### config.mk
export PLATFORM = sky130hd
export DESIGN_NAME = sync_length_body_deframer_core
export DESIGN_NICKNAME = d
export VERILOG_FILES = /design/src/sv/sld_pkg.sv /design/src/sv/sync_length_body_deframer_core.sv /design/src/sv/sld_in_stage.sv /design/src/sv/sld_frame_fsm.sv /design/src/sv/sld_out_stage.sv
export SDC_FILE = /design/constraint.sdc
export NUM_CORES = 1
export LEC_CHECK = 0
export ABC_AREA = 0
export BUFFER_PORTS_ARGS = -buffer_cell sky130_fd_sc_hd__buf_2
export CAP_MARGIN = 0
export CORE_ASPECT_RATIO = 1.25
export CORE_MARGIN = 3
export CORE_UTILIZATION = 50
export DETAILED_ROUTE_END_ITERATION = 12
export PLACE_DENSITY = 0.69
export RECOVER_POWER = 100
export SYNTH_ARGS = -nofsm -noshare
export SYNTH_HDL_FRONTEND = slang
export SYNTH_SLANG_ARGS = --single-unit
export TNS_END_PERCENT = 1
### constraint.sdc
create_clock -name clk_i -period 3.1 [get_ports clk_i]
set_input_delay 0.31 -clock clk_i [delete_from_list [all_inputs] [get_ports clk_i]]
set_output_delay 0.31 -clock clk_i [all_outputs]
set_load 0.03 [all_outputs]
### src/sv/sld_pkg.sv
// Shared types and constants for the sync/length/body deframer.
package sld_pkg;

  // Sync pair and length field size
  localparam logic [7:0] SYNC_FIRST  = 8'h59;  // 'Y'
  localparam logic [7:0] SYNC_SECOND = 8'h48;  // 'H'
  localparam int unsigned LEN_BYTES  = 4;
  localparam int unsigned SYNC_BYTES = 2;

  localparam int unsigned MAX_LEN_W = 31;
  localparam logic [MAX_LEN_W-1:0] MAX_LEN_RESET = 31'd65536;

  // Byte position inside the sync pair or the length field
  localparam logic [1:0] IDX_FIRST = 2'(0);
  localparam logic [1:0] IDX_SYNC2 = 2'(SYNC_BYTES - 1);
  localparam logic [1:0] IDX_LAST  = 2'(LEN_BYTES - 1);

  typedef enum logic [1:0] {
    PH_HUNT   = 2'd0,
    PH_LENGTH = 2'd1,
    PH_BODY   = 2'd2
  } phase_e;

  typedef enum logic [1:0] {
    KIND_BODY   = 2'd0,
    KIND_EMPTY  = 2'd1,
    KIND_REJECT = 2'd2
  } kind_e;

  // One result from the frame logic
  typedef struct packed {
    logic       vld;
    kind_e      kind;
    logic [7:0] body_byte;
    logic       last;
  } sld_res_t;

endpackage

### src/sv/sync_length_body_deframer_core.sv
// A byte passes from the input register through the frame logic into the result register once that register has room.
// Throughput: one byte per cycle while the consumer takes results; the whole frame state
// update is one register-to-register step between the input register and the result register.
// Reset (rst_ni low, asynchronous): both stages empty, hunting for sync,
// length and body counters cleared, max_body_length back to 65536.
module sync_length_body_deframer_core import sld_pkg::*; (
  input  logic                 clk_i,
  input  logic                 rst_ni,
  input  logic                 in_valid_i,
  output logic                 in_ready_o,
  input  logic [7:0]           in_byte_i,
  output logic                 out_valid_o,
  input  logic                 out_ready_i,
  output logic [1:0]           kind_o,
  output logic [7:0]           body_byte_o,
  output logic                 last_o,
  input  logic                 cfg_valid_i,
  output logic                 cfg_ready_o,
  input  logic [MAX_LEN_W-1:0] cfg_max_body_length_i
);

  logic [MAX_LEN_W-1:0] max_len_q;
  logic                 s1_vld, step, out_free;
  logic [7:0]           s1_byte;
  sld_res_t             res;

  // Configuration register, always ready
  assign cfg_ready_o = 1'b1;

  always_ff @(posedge clk_i or negedge rst_ni) begin
    if (!rst_ni) begin
      max_len_q <= MAX_LEN_RESET;
    end else if (cfg_valid_i) begin
      max_len_q <= cfg_max_body_length_i;
    end
  end

  // Byte moves through the frame logic when the result slot has room
  assign step = s1_vld && out_free;

  sld_in_stage u_in (
    .clk_i      (clk_i),
    .rst_ni     (rst_ni),
    .in_valid_i (in_valid_i),
    .in_ready_o (in_ready_o),
    .in_byte_i  (in_byte_i),
    .take_i     (step),
    .vld_o      (s1_vld),
    .byte_o     (s1_byte)
  );

  sld_frame_fsm u_fsm (
    .clk_i     (clk_i),
    .rst_ni    (rst_ni),
    .step_i    (step),
    .byte_i    (s1_byte),
    .max_len_i (max_len_q),
    .res_o     (res)
  );

  sld_out_stage u_out (
    .clk_i       (clk_i),
    .rst_ni      (rst_ni),
    .load_i      (step),
    .res_i       (res),
    .free_o      (out_free),
    .out_valid_o (out_valid_o),
    .out_ready_i (out_ready_i),
    .kind_o      (kind_o),
    .body_byte_o (body_byte_o),
    .last_o      (last_o)
  );

endmodule

### src/sv/sld_in_stage.sv
// Input register: holds one received byte until the frame logic takes it.
module sld_in_stage import sld_pkg::*; (
  input  logic       clk_i,
  input  logic       rst_ni,
  input  logic       in_valid_i,
  output logic       in_ready_o,
  input  logic [7:0] in_byte_i,
  input  logic       take_i,
  output logic       vld_o,
  output logic [7:0] byte_o
);

  logic       vld_q, vld_d;
  logic [7:0] byte_q;
  logic       accept;

  // Free when empty or when the held byte leaves this cycle
  assign in_ready_o = !vld_q || take_i;
  assign accept     = in_valid_i && in_ready_o;

  always_comb begin
    vld_d = vld_q;
    if (accept) begin
      vld_d = 1'b1;
    end else if (take_i) begin
      vld_d = 1'b0;
    end
  end

  always_ff @(posedge clk_i or negedge rst_ni) begin
    if (!rst_ni) begin
      vld_q <= 1'b0;
    end else begin
      vld_q <= vld_d;
    end
  end

  // Payload, no reset
  always_ff @(posedge clk_i) begin
    if (accept) begin
      byte_q <= in_byte_i;
    end
  end

  assign vld_o  = vld_q;
  assign byte_o = byte_q;

endmodule

### src/sv/sld_frame_fsm.sv
// Frame state machine: sync hunt, length collection and body pass-through.
module sld_frame_fsm import sld_pkg::*; (
  input  logic                 clk_i,
  input  logic                 rst_ni,
  input  logic                 step_i,
  input  logic [7:0]           byte_i,
  input  logic [MAX_LEN_W-1:0] max_len_i,
  output sld_res_t             res_o
);

  phase_e               phase_q, phase_d;
  logic [1:0]           idx_q, idx_d;
  logic                 first_q, first_d;
  logic [23:0]          len_q, len_d;
  logic [MAX_LEN_W-1:0] rem_q, rem_d;

  logic [MAX_LEN_W-1:0] len_full;
  logic                 len_neg, len_big, len_zero, len_done, rem_end;

  // Length as seen on the final length byte
  assign len_full = {byte_i[6:0], len_q};
  assign len_neg  = byte_i[7];
  assign len_big  = len_full > max_len_i;
  assign len_zero = (len_full == '0) && !len_neg;
  assign len_done = (idx_q == IDX_LAST);
  assign rem_end  = (rem_q <= MAX_LEN_W'(1));

  // Next state
  always_comb begin
    phase_d = phase_q;
    idx_d   = idx_q;
    first_d = first_q;
    len_d   = len_q;
    rem_d   = rem_q;
    case (phase_q)
      PH_LENGTH: begin
        idx_d = idx_q + 2'd1;
        case (idx_q)
          2'd0:    len_d[7:0]   = byte_i;
          2'd1:    len_d[15:8]  = byte_i;
          2'd2:    len_d[23:16] = byte_i;
          default: len_d        = len_q;
        endcase
        if (len_done) begin
          if (len_neg || len_big || len_zero) begin
            phase_d = PH_HUNT;
            first_d = 1'b0;
          end else begin
            phase_d = PH_BODY;
            rem_d   = len_full;
          end
        end
      end
      PH_BODY: begin
        if (rem_end) begin
          rem_d   = '0;
          phase_d = PH_HUNT;
          idx_d   = IDX_FIRST;
          first_d = 1'b0;
        end else begin
          rem_d = rem_q - MAX_LEN_W'(1);
        end
      end
      default: begin
        // Hunt, also any unused phase code; pairs are taken whole
        phase_d = PH_HUNT;
        if (idx_q == IDX_FIRST) begin
          first_d = (byte_i == SYNC_FIRST);
          idx_d   = IDX_SYNC2;
        end else begin
          if (first_q && (byte_i == SYNC_SECOND)) begin
            phase_d = PH_LENGTH;
          end
          idx_d   = IDX_FIRST;
          first_d = 1'b0;
        end
      end
    endcase
  end

  // Result for the current byte
  always_comb begin
    res_o           = '0;
    res_o.kind      = KIND_BODY;
    case (phase_q)
      PH_LENGTH: begin
        if (len_done) begin
          if (len_neg || len_big) begin
            res_o.vld  = 1'b1;
            res_o.kind = KIND_REJECT;
          end else if (len_zero) begin
            res_o.vld  = 1'b1;
            res_o.kind = KIND_EMPTY;
            res_o.last = 1'b1;
          end
        end
      end
      PH_BODY: begin
        res_o.vld       = 1'b1;
        res_o.kind      = KIND_BODY;
        res_o.body_byte = byte_i;
        res_o.last      = rem_end;
      end
      default: begin
        res_o.vld = 1'b0;
      end
    endcase
  end

  // Control state
  always_ff @(posedge clk_i or negedge rst_ni) begin
    if (!rst_ni) begin
      phase_q <= PH_HUNT;
      idx_q   <= IDX_FIRST;
      first_q <= 1'b0;
      len_q   <= '0;
      rem_q   <= '0;
    end else if (step_i) begin
      phase_q <= phase_d;
      idx_q   <= idx_d;
      first_q <= first_d;
      len_q   <= len_d;
      rem_q   <= rem_d;
    end
  end

endmodule

### src/sv/sld_out_stage.sv
// Result register: holds one result until the consumer takes it.
module sld_out_stage import sld_pkg::*; (
  input  logic       clk_i,
  input  logic       rst_ni,
  input  logic       load_i,
  input  sld_res_t   res_i,
  output logic       free_o,
  output logic       out_valid_o,
  input  logic       out_ready_i,
  output logic [1:0] kind_o,
  output logic [7:0] body_byte_o,
  output logic       last_o
);

  logic       vld_q, vld_d;
  logic [1:0] kind_q;
  logic [7:0] byte_q;
  logic       last_q;

  // Room for a new result when empty or being drained
  assign free_o = !vld_q || out_ready_i;

  always_comb begin
    if (load_i) begin
      vld_d = res_i.vld;
    end else begin
      vld_d = vld_q && !out_ready_i;
    end
  end

  always_ff @(posedge clk_i or negedge rst_ni) begin
    if (!rst_ni) begin
      vld_q <= 1'b0;
    end else begin
      vld_q <= vld_d;
    end
  end

  always_ff @(posedge clk_i) begin
    if (load_i && res_i.vld) begin
      kind_q <= res_i.kind;
      byte_q <= res_i.body_byte;
      last_q <= res_i.last;
    end
  end

  assign out_valid_o = vld_q;
  assign kind_o      = kind_q;
  assign body_byte_o = byte_q;
  assign last_o      = last_q;

endmodule

# Yosys cells after proc, flatten, opt, wreduce, memory -nomap -nowiden
# Cells that the tools add are included.
[word_totals]
reg_bits = 112
in_bits = 44
[classes]
addsub = 2
order_cmp = 2
eq_ne = 11
mux = 28
bitwise = 2
reduce_logical = 27
[ops]
columns = ["cell", "count"]
rows = [
  ["$mux 31", 3],
  ["$pmux 31 s2", 1],
  ["$gt 31x31->1", 1],
  ["$le 31x1->1 const B", 1],
  ["$logic_not 31->1", 1],
  ["$sub 31x1->31 const B", 1],
  ["$eq 8x7->1 const B", 2],
  ["$mux 1", 12],
  ["$reduce_and 3->1", 4],
  ["$mux 3", 3],
  ["$mux 2", 4],
  ["$pmux 2 s2", 2],
  ["$reduce_and 4->1", 2],
  ["$eq 2x2->1 const B", 3],
  ["$logic_and 1x1->1", 6],
  ["$ne 2x1->1 const B", 3],
  ["$pmux 1 s2", 3],
  ["$eq 2x1->1 const B", 2],
  ["$logic_not 1->1", 4],
  ["$logic_or 1x1->1", 4],
  ["$reduce_and 2->1", 2],
  ["$reduce_bool 2->1", 2],
  ["$reduce_or 3->1", 1],
  ["$add 2x1->2 const B", 1],
  ["3 further kinds", 4],
]

# Logic depth before layout (Yosys ltp)
[depth]
word_depth = 7
ltp_mapped = 10

# Cells and area by module
# Synthesis repeated with hierarchy kept, for this count alone.
[hier_totals]
hier_cells = 578
area_unflattened_um2 = 6078.3
[modules_own_cells]
columns = ["mod", "n_inst", "cells_per_inst", "area_per_inst_um2", "seq_area_each_um2"]
rows = [
  ["sld_frame_fsm", 1, 483, 4221.5, 1501.4],
  ["sync_length_body_deframer_core", 1, 68, 1177.4, 777.0],
  ["sld_out_stage", 1, 15, 385.4, 355.3],
  ["sld_in_stage", 1, 12, 294.0, 265.3],
]

# Worst setup path before layout
# OpenSTA, ideal clock, no wires.
[synth_path]
kind = "reg-to-reg"
startpoint = "register u_fsm.len_q[13]"
endpoint = "register u_fsm.rem_q[0]"
setup_ns = 0.127
arrival_time_ns = 2.651
t_required_ns = 2.973
path_slack_ns = 0.322
stages_incl_launch_ff = 10
cell_sequence = "dfrtp_1 -> ha_1 -> nand4_1 -> or4_1 -> nor3b_1 -> a21oi_1 -> o41ai_4 -> and2_1 -> buf_4 -> mux2_1"
[synth_via]
elab_chain_len = 5
elab_cells_between_ends = 7
[synth_rtl]
columns = ["item", "line_no", "rtl"]
rows = [
  ["start: declaration", "sld_frame_fsm.sv:14", "logic [23:0] len_q, len_d;"],
  ["start signal: assignment", "sld_frame_fsm.sv:122", "len_q <= len_d;"],
  ["$gt 31x31->1 or $logic_not 31->1 (tied branches)", "sld_frame_fsm.sv:23, sld_frame_fsm.sv:24", ""],
  ["$logic_or 1x1->1 or $logic_and 1x1->1 (tied branches)", "sld_frame_fsm.sv:45, sld_frame_fsm.sv:24", ""],
  ["$logic_or 1x1->1 (*)", "sld_frame_fsm.sv:45", "if (len_neg || len_big || len_zero) begin"],
  ["$ne 2x2->1 (no source line) (*)", "--", ""],
  ["$reduce_and 4->1 (no source line) (*)", "--", ""],
  ["end signal: assignment", "sld_frame_fsm.sv:123", "rem_q <= rem_d;"],
  ["end: declaration", "sld_frame_fsm.sv:15", "logic [MAX_LEN_W-1:0] rem_q, rem_d;"],
]
# Every way passes the cells marked *; elsewhere a longest branch is shown, timed or not.
# A chain may end at the register's enable or synchronous reset.

# Worst setup path in the final report
# Ends and elaborated chain as after synthesis.

==> flow_metrics.py <==
metrics = {
    "clock_network": {
        "cts_tree": "done",
        "root_buffer": "clkbuf_16",
        "clk_latency_ns": 0.36,
        "numCtsBuffers": 9,
        "cts_buffer_depth": 2,
        "htree_levels": 3,
        "cts_hold_buf": 0,
        "clock-sinks": 112,
        "clk_pin_slew_ns": 0.07,
    },
    "global_routing": {
        "first_global_vias": 5119,
        "grt_max_degree": 62,
        "grt_usage": 0.241,
        "gr-total-overflow": 0,
        "grt_first_pass_wirelength_mm": 25.9,
        "antenna_found_initial": 0,
    },
    "detailed_routing": {
        "wl_mm": 16.3,
        "drtAntennaViolNets": 0,
        "via_per_inst": 6.05,
        "vias": 5172,
        "drc": 0,
        "drt_first_pass_iters": 6,
        "wl_per_cell_um": 19.1,
        "drtIter0Drc": 459,
    },
    "outcome": {
        "violations": "max-capacitance violations, max-slew violations",
        "status": "finished with violations",
    },
    "placement": {
        "gp_congestion": 0.931,
        "dpl_cell_area_sq_mm": 0.00666,
        "dpl.hpwl_mm": 11.5,
        "dpl.cell_count": 837,
        "port-buffer-count": 56,
    },
    "worst_setup_path": {
        "cp_max_fo": 4,
        "cp_cell_sequence": "ha_1 > nand4_1 > or4_4 > nand2_1 > a21oi_1 > buf_4 > o41ai_4 > and2_4 > mux2_1",
        "startpoint_type": "register",
        "cpLargestDelayFamily": "simple AND/OR/NAND/NOR gates",
        "required_ns": 3.34,
        "critPathSlowestCell": "or4_4",
        "cpPeakStageDelay_ns": 0.59,
        "critPathKind": "reg2reg",
        "cp.arrival_ns": 3.26,
        "cp_num_buf_inv": 1,
        "end_kind": "register",
    },
    "final_layout": {
        "final_common_cell": "dfrtp_1",
        "layout-drive-gt1-share": 0.163,
        "design_area_sq_mm": 0.00699,
        "final_cell_mix": "dfrtp_1, nand2_1, o21ai_0",
        "stdcell_count": 855,
        "area_delta_synth_final_pct": 14.9,
        "nets": 773,
        "utilization": 0.596,
        "diodes": 0,
    },
    "logic_synthesis": {
        "synth_edf_count": 19,
        "async_reset_ff_frac": 0.830,
        "synth-seq-cells": 112,
        "synth_warnings": 0,
        "synthCells": 624,
        "yosys.area.top_type": "dfrtp_1",
        "yosysSeqAreaShare": 0.477,
        "synth_cell_types": 53,
        "synthTopCellsByArea": "dfrtp_1, edfxtp_1, ha_1, o21ai_0, nand2_1",
        "syn_area_sq_mm": 0.00608,
        "synth_nets": 707,
        "syn_avg_cell_area_sq_um": 9.75,
        "yosysTopAreaCellShare": 0.378,
        "ys_dominant_reg_cell": "dfrtp_1",
    },
    "floorplanning": {
        "die_width_um": 105,
        "die-area_sq_mm": 0.0135,
        "rows": 44,
        "start_util": 0.519,
        "fp.dieH_um": 129,
        "core_area_sq_mm": 0.0117,
        "io_pins": 58,
    },
    "pwr": {
        "power_frac_comb": 0.084,
        "ir_drop_v": 0.000276,
        "power_density_mw_per_mm2": 431,
        "p_sw_frac": 0.237,
        "power_frac_seq": 0.518,
        "power_switching_uw": 713,
        "intPower_mw": 2.30,
        "clkPwrFrac": 0.398,
        "p_leak_nw": 3.08,
    },
    "sta": {
        "finalMaxSlewViolations": 99,
        "setup_viol": 0,
        "final.min_clock_period_ns": 3.02,
        "slew_headroom": -0.375,
        "hold_violations": 0,
        "worstMarginPinSlew_ns": 2.06,
        "fin_worst_skew_ns": 0.00935,
        "fmax_mhz": 331,
        "fin_crit_sh": 0.973,
    },
    "flow_run": {
        "drv_cap": 2,
    },
    "worst_hold_path": {
        "hold_class": "in2reg",
    },
}
==> timing repair <==
action	in CTS	in global routing
endpoints found under the setup margin	0	41
resized for setup	0	9
setup buffers	0	2
hold endpoints to repair	0	0
==> per-layer routing <==
metal	GRT usage	wire (um)	up-vias
met3	0.0404	996	35
li1	-	-	2412
met4	0.0988	384	0
met5	0	0	-
met2	0.404	7960	222
met1	0.315	7000	2503
==> synthesized netlist by cell type, drive strengths merged (5+ instances only) <==
| cell | n |
|---|---|
| clkbuf | 25 |
| o21ai | 55 |
| edfxtp | 19 |
| a22o | 10 |
| o2bb2ai | 23 |
| nand2 | 69 |
| o211ai | 5 |
| nor2 | 23 |
| ha | 39 |
| inv | 45 |
| a21oi | 30 |
| dfrtp | 92 |
| mux2 | 18 |
| nor3 | 14 |
| and2 | 8 |
| o31ai | 10 |
| nand4 | 14 |
| nor4 | 21 |
| mux2i | 6 |
| buf | 10 |
| a22oi | 6 |
| nand3 | 41 |
| nand2b | 5 |
==> sequential cells by signal (all words and copies together), names as in the netlist <==
register,count
u_out.out_valid_o,1
u_fsm.first_q,1
u_out.last_o,1
max_len_q,31
u_fsm.rem_q,31
u_fsm.phase_q,2
u_fsm.idx_q,2
u_fsm.len_q,24
u_in.byte_o,8
u_out.kind_o,2
u_out.body_byte_o,8
u_in.vld_o,1
==> power by group through the flow <==
stage / logic (mW) / registers (mW) / clock network, mW
floorplan: 0.136 / 1.58 / 0
global placement: 0.241 / 1.59 / 0
detailed placement: 0.251 / 1.59 / 0
CTS: 0.254 / 1.56 / 1.20
global route: 0.289 / 1.56 / 1.27
finish: 0.254 / 1.56 / 1.20
==> per-stage QoR <==
step	power [mW]	worst slack [ns]	hold slack [ns]	TNS, ns
6_report	3.01	0.0822	0.127	0
5_1_grt	3.12	-0.0209	0.115	-0.0215
4_1_cts	3.02	0.0628	0.0282	0
3_5_place_dp	1.84	0.0682	0.397	0
3_3_place_gp	1.83	0.123	0.395	0
2_1_floorplan	1.72	0.322	0.0144	0
==> worst register-to-register path: cells and delay by family (launching register included) <==
kind,cells,cell delay (ns)
AND/OR/NAND/NOR,4,1.09
AO/OA/AOI/OAI,2,0.62
multiplexers,1,0.32
adder cells (fa/ha/maj),1,0.32
buffers and inverters,1,0.18
flip-flops,1,0.39
==> logic make-up (layout without fill, tap and decap cells) <==
family | after synthesis | after routing | share of synthesized area
other | 1 | 1 | 0.000616
multiplexers | 24 | 24 | 0.0432
AO/OA/AOI/OAI | 153 | 153 | 0.166
AND/OR/NAND/NOR | 215 | 215 | 0.180
buffers and inverters | 80 | 150 | 0.0535
adder cells (fa/ha/maj) | 39 | 39 | 0.0802
flip-flops | 112 | 112 | 0.477
==> worst paths after layout <==
path / start / endpoint / slack, ns / cells past startpoint
setup reg to reg: u_fsm.len_q[13] / u_fsm.rem_q[0] / 0.08 / 9
setup / recovery: u_fsm.len_q[13] / u_fsm.rem_q[0] / 0.08 / 9
min in group asynchronous: rst_ni / max_len_q[22] / 0.24 / 1
hold reg to reg: u_fsm.rem_q[26] / u_fsm.rem_q[26] / 0.50 / 1
hold / removal: in_byte_i[0] / u_in.byte_o[0] / 0.13 / 1
max in group asynchronous: rst_ni / u_fsm.len_q[6] / 1.00 / 2
==> area by class of cell <==
cell class | count | area, sq um
Clock inverter | 3 | 42.5
Clock buffer | 12 | 256
Fill cell | 1016 | 4740
Multi-Input combinational cell | 432 | 2880
Tap cell | 161 | 201
Sequential cell | 112 | 2900
Timing Repair Buffer | 90 | 546
Inverter | 45 | 169
(Power assumes the default switching activity.)
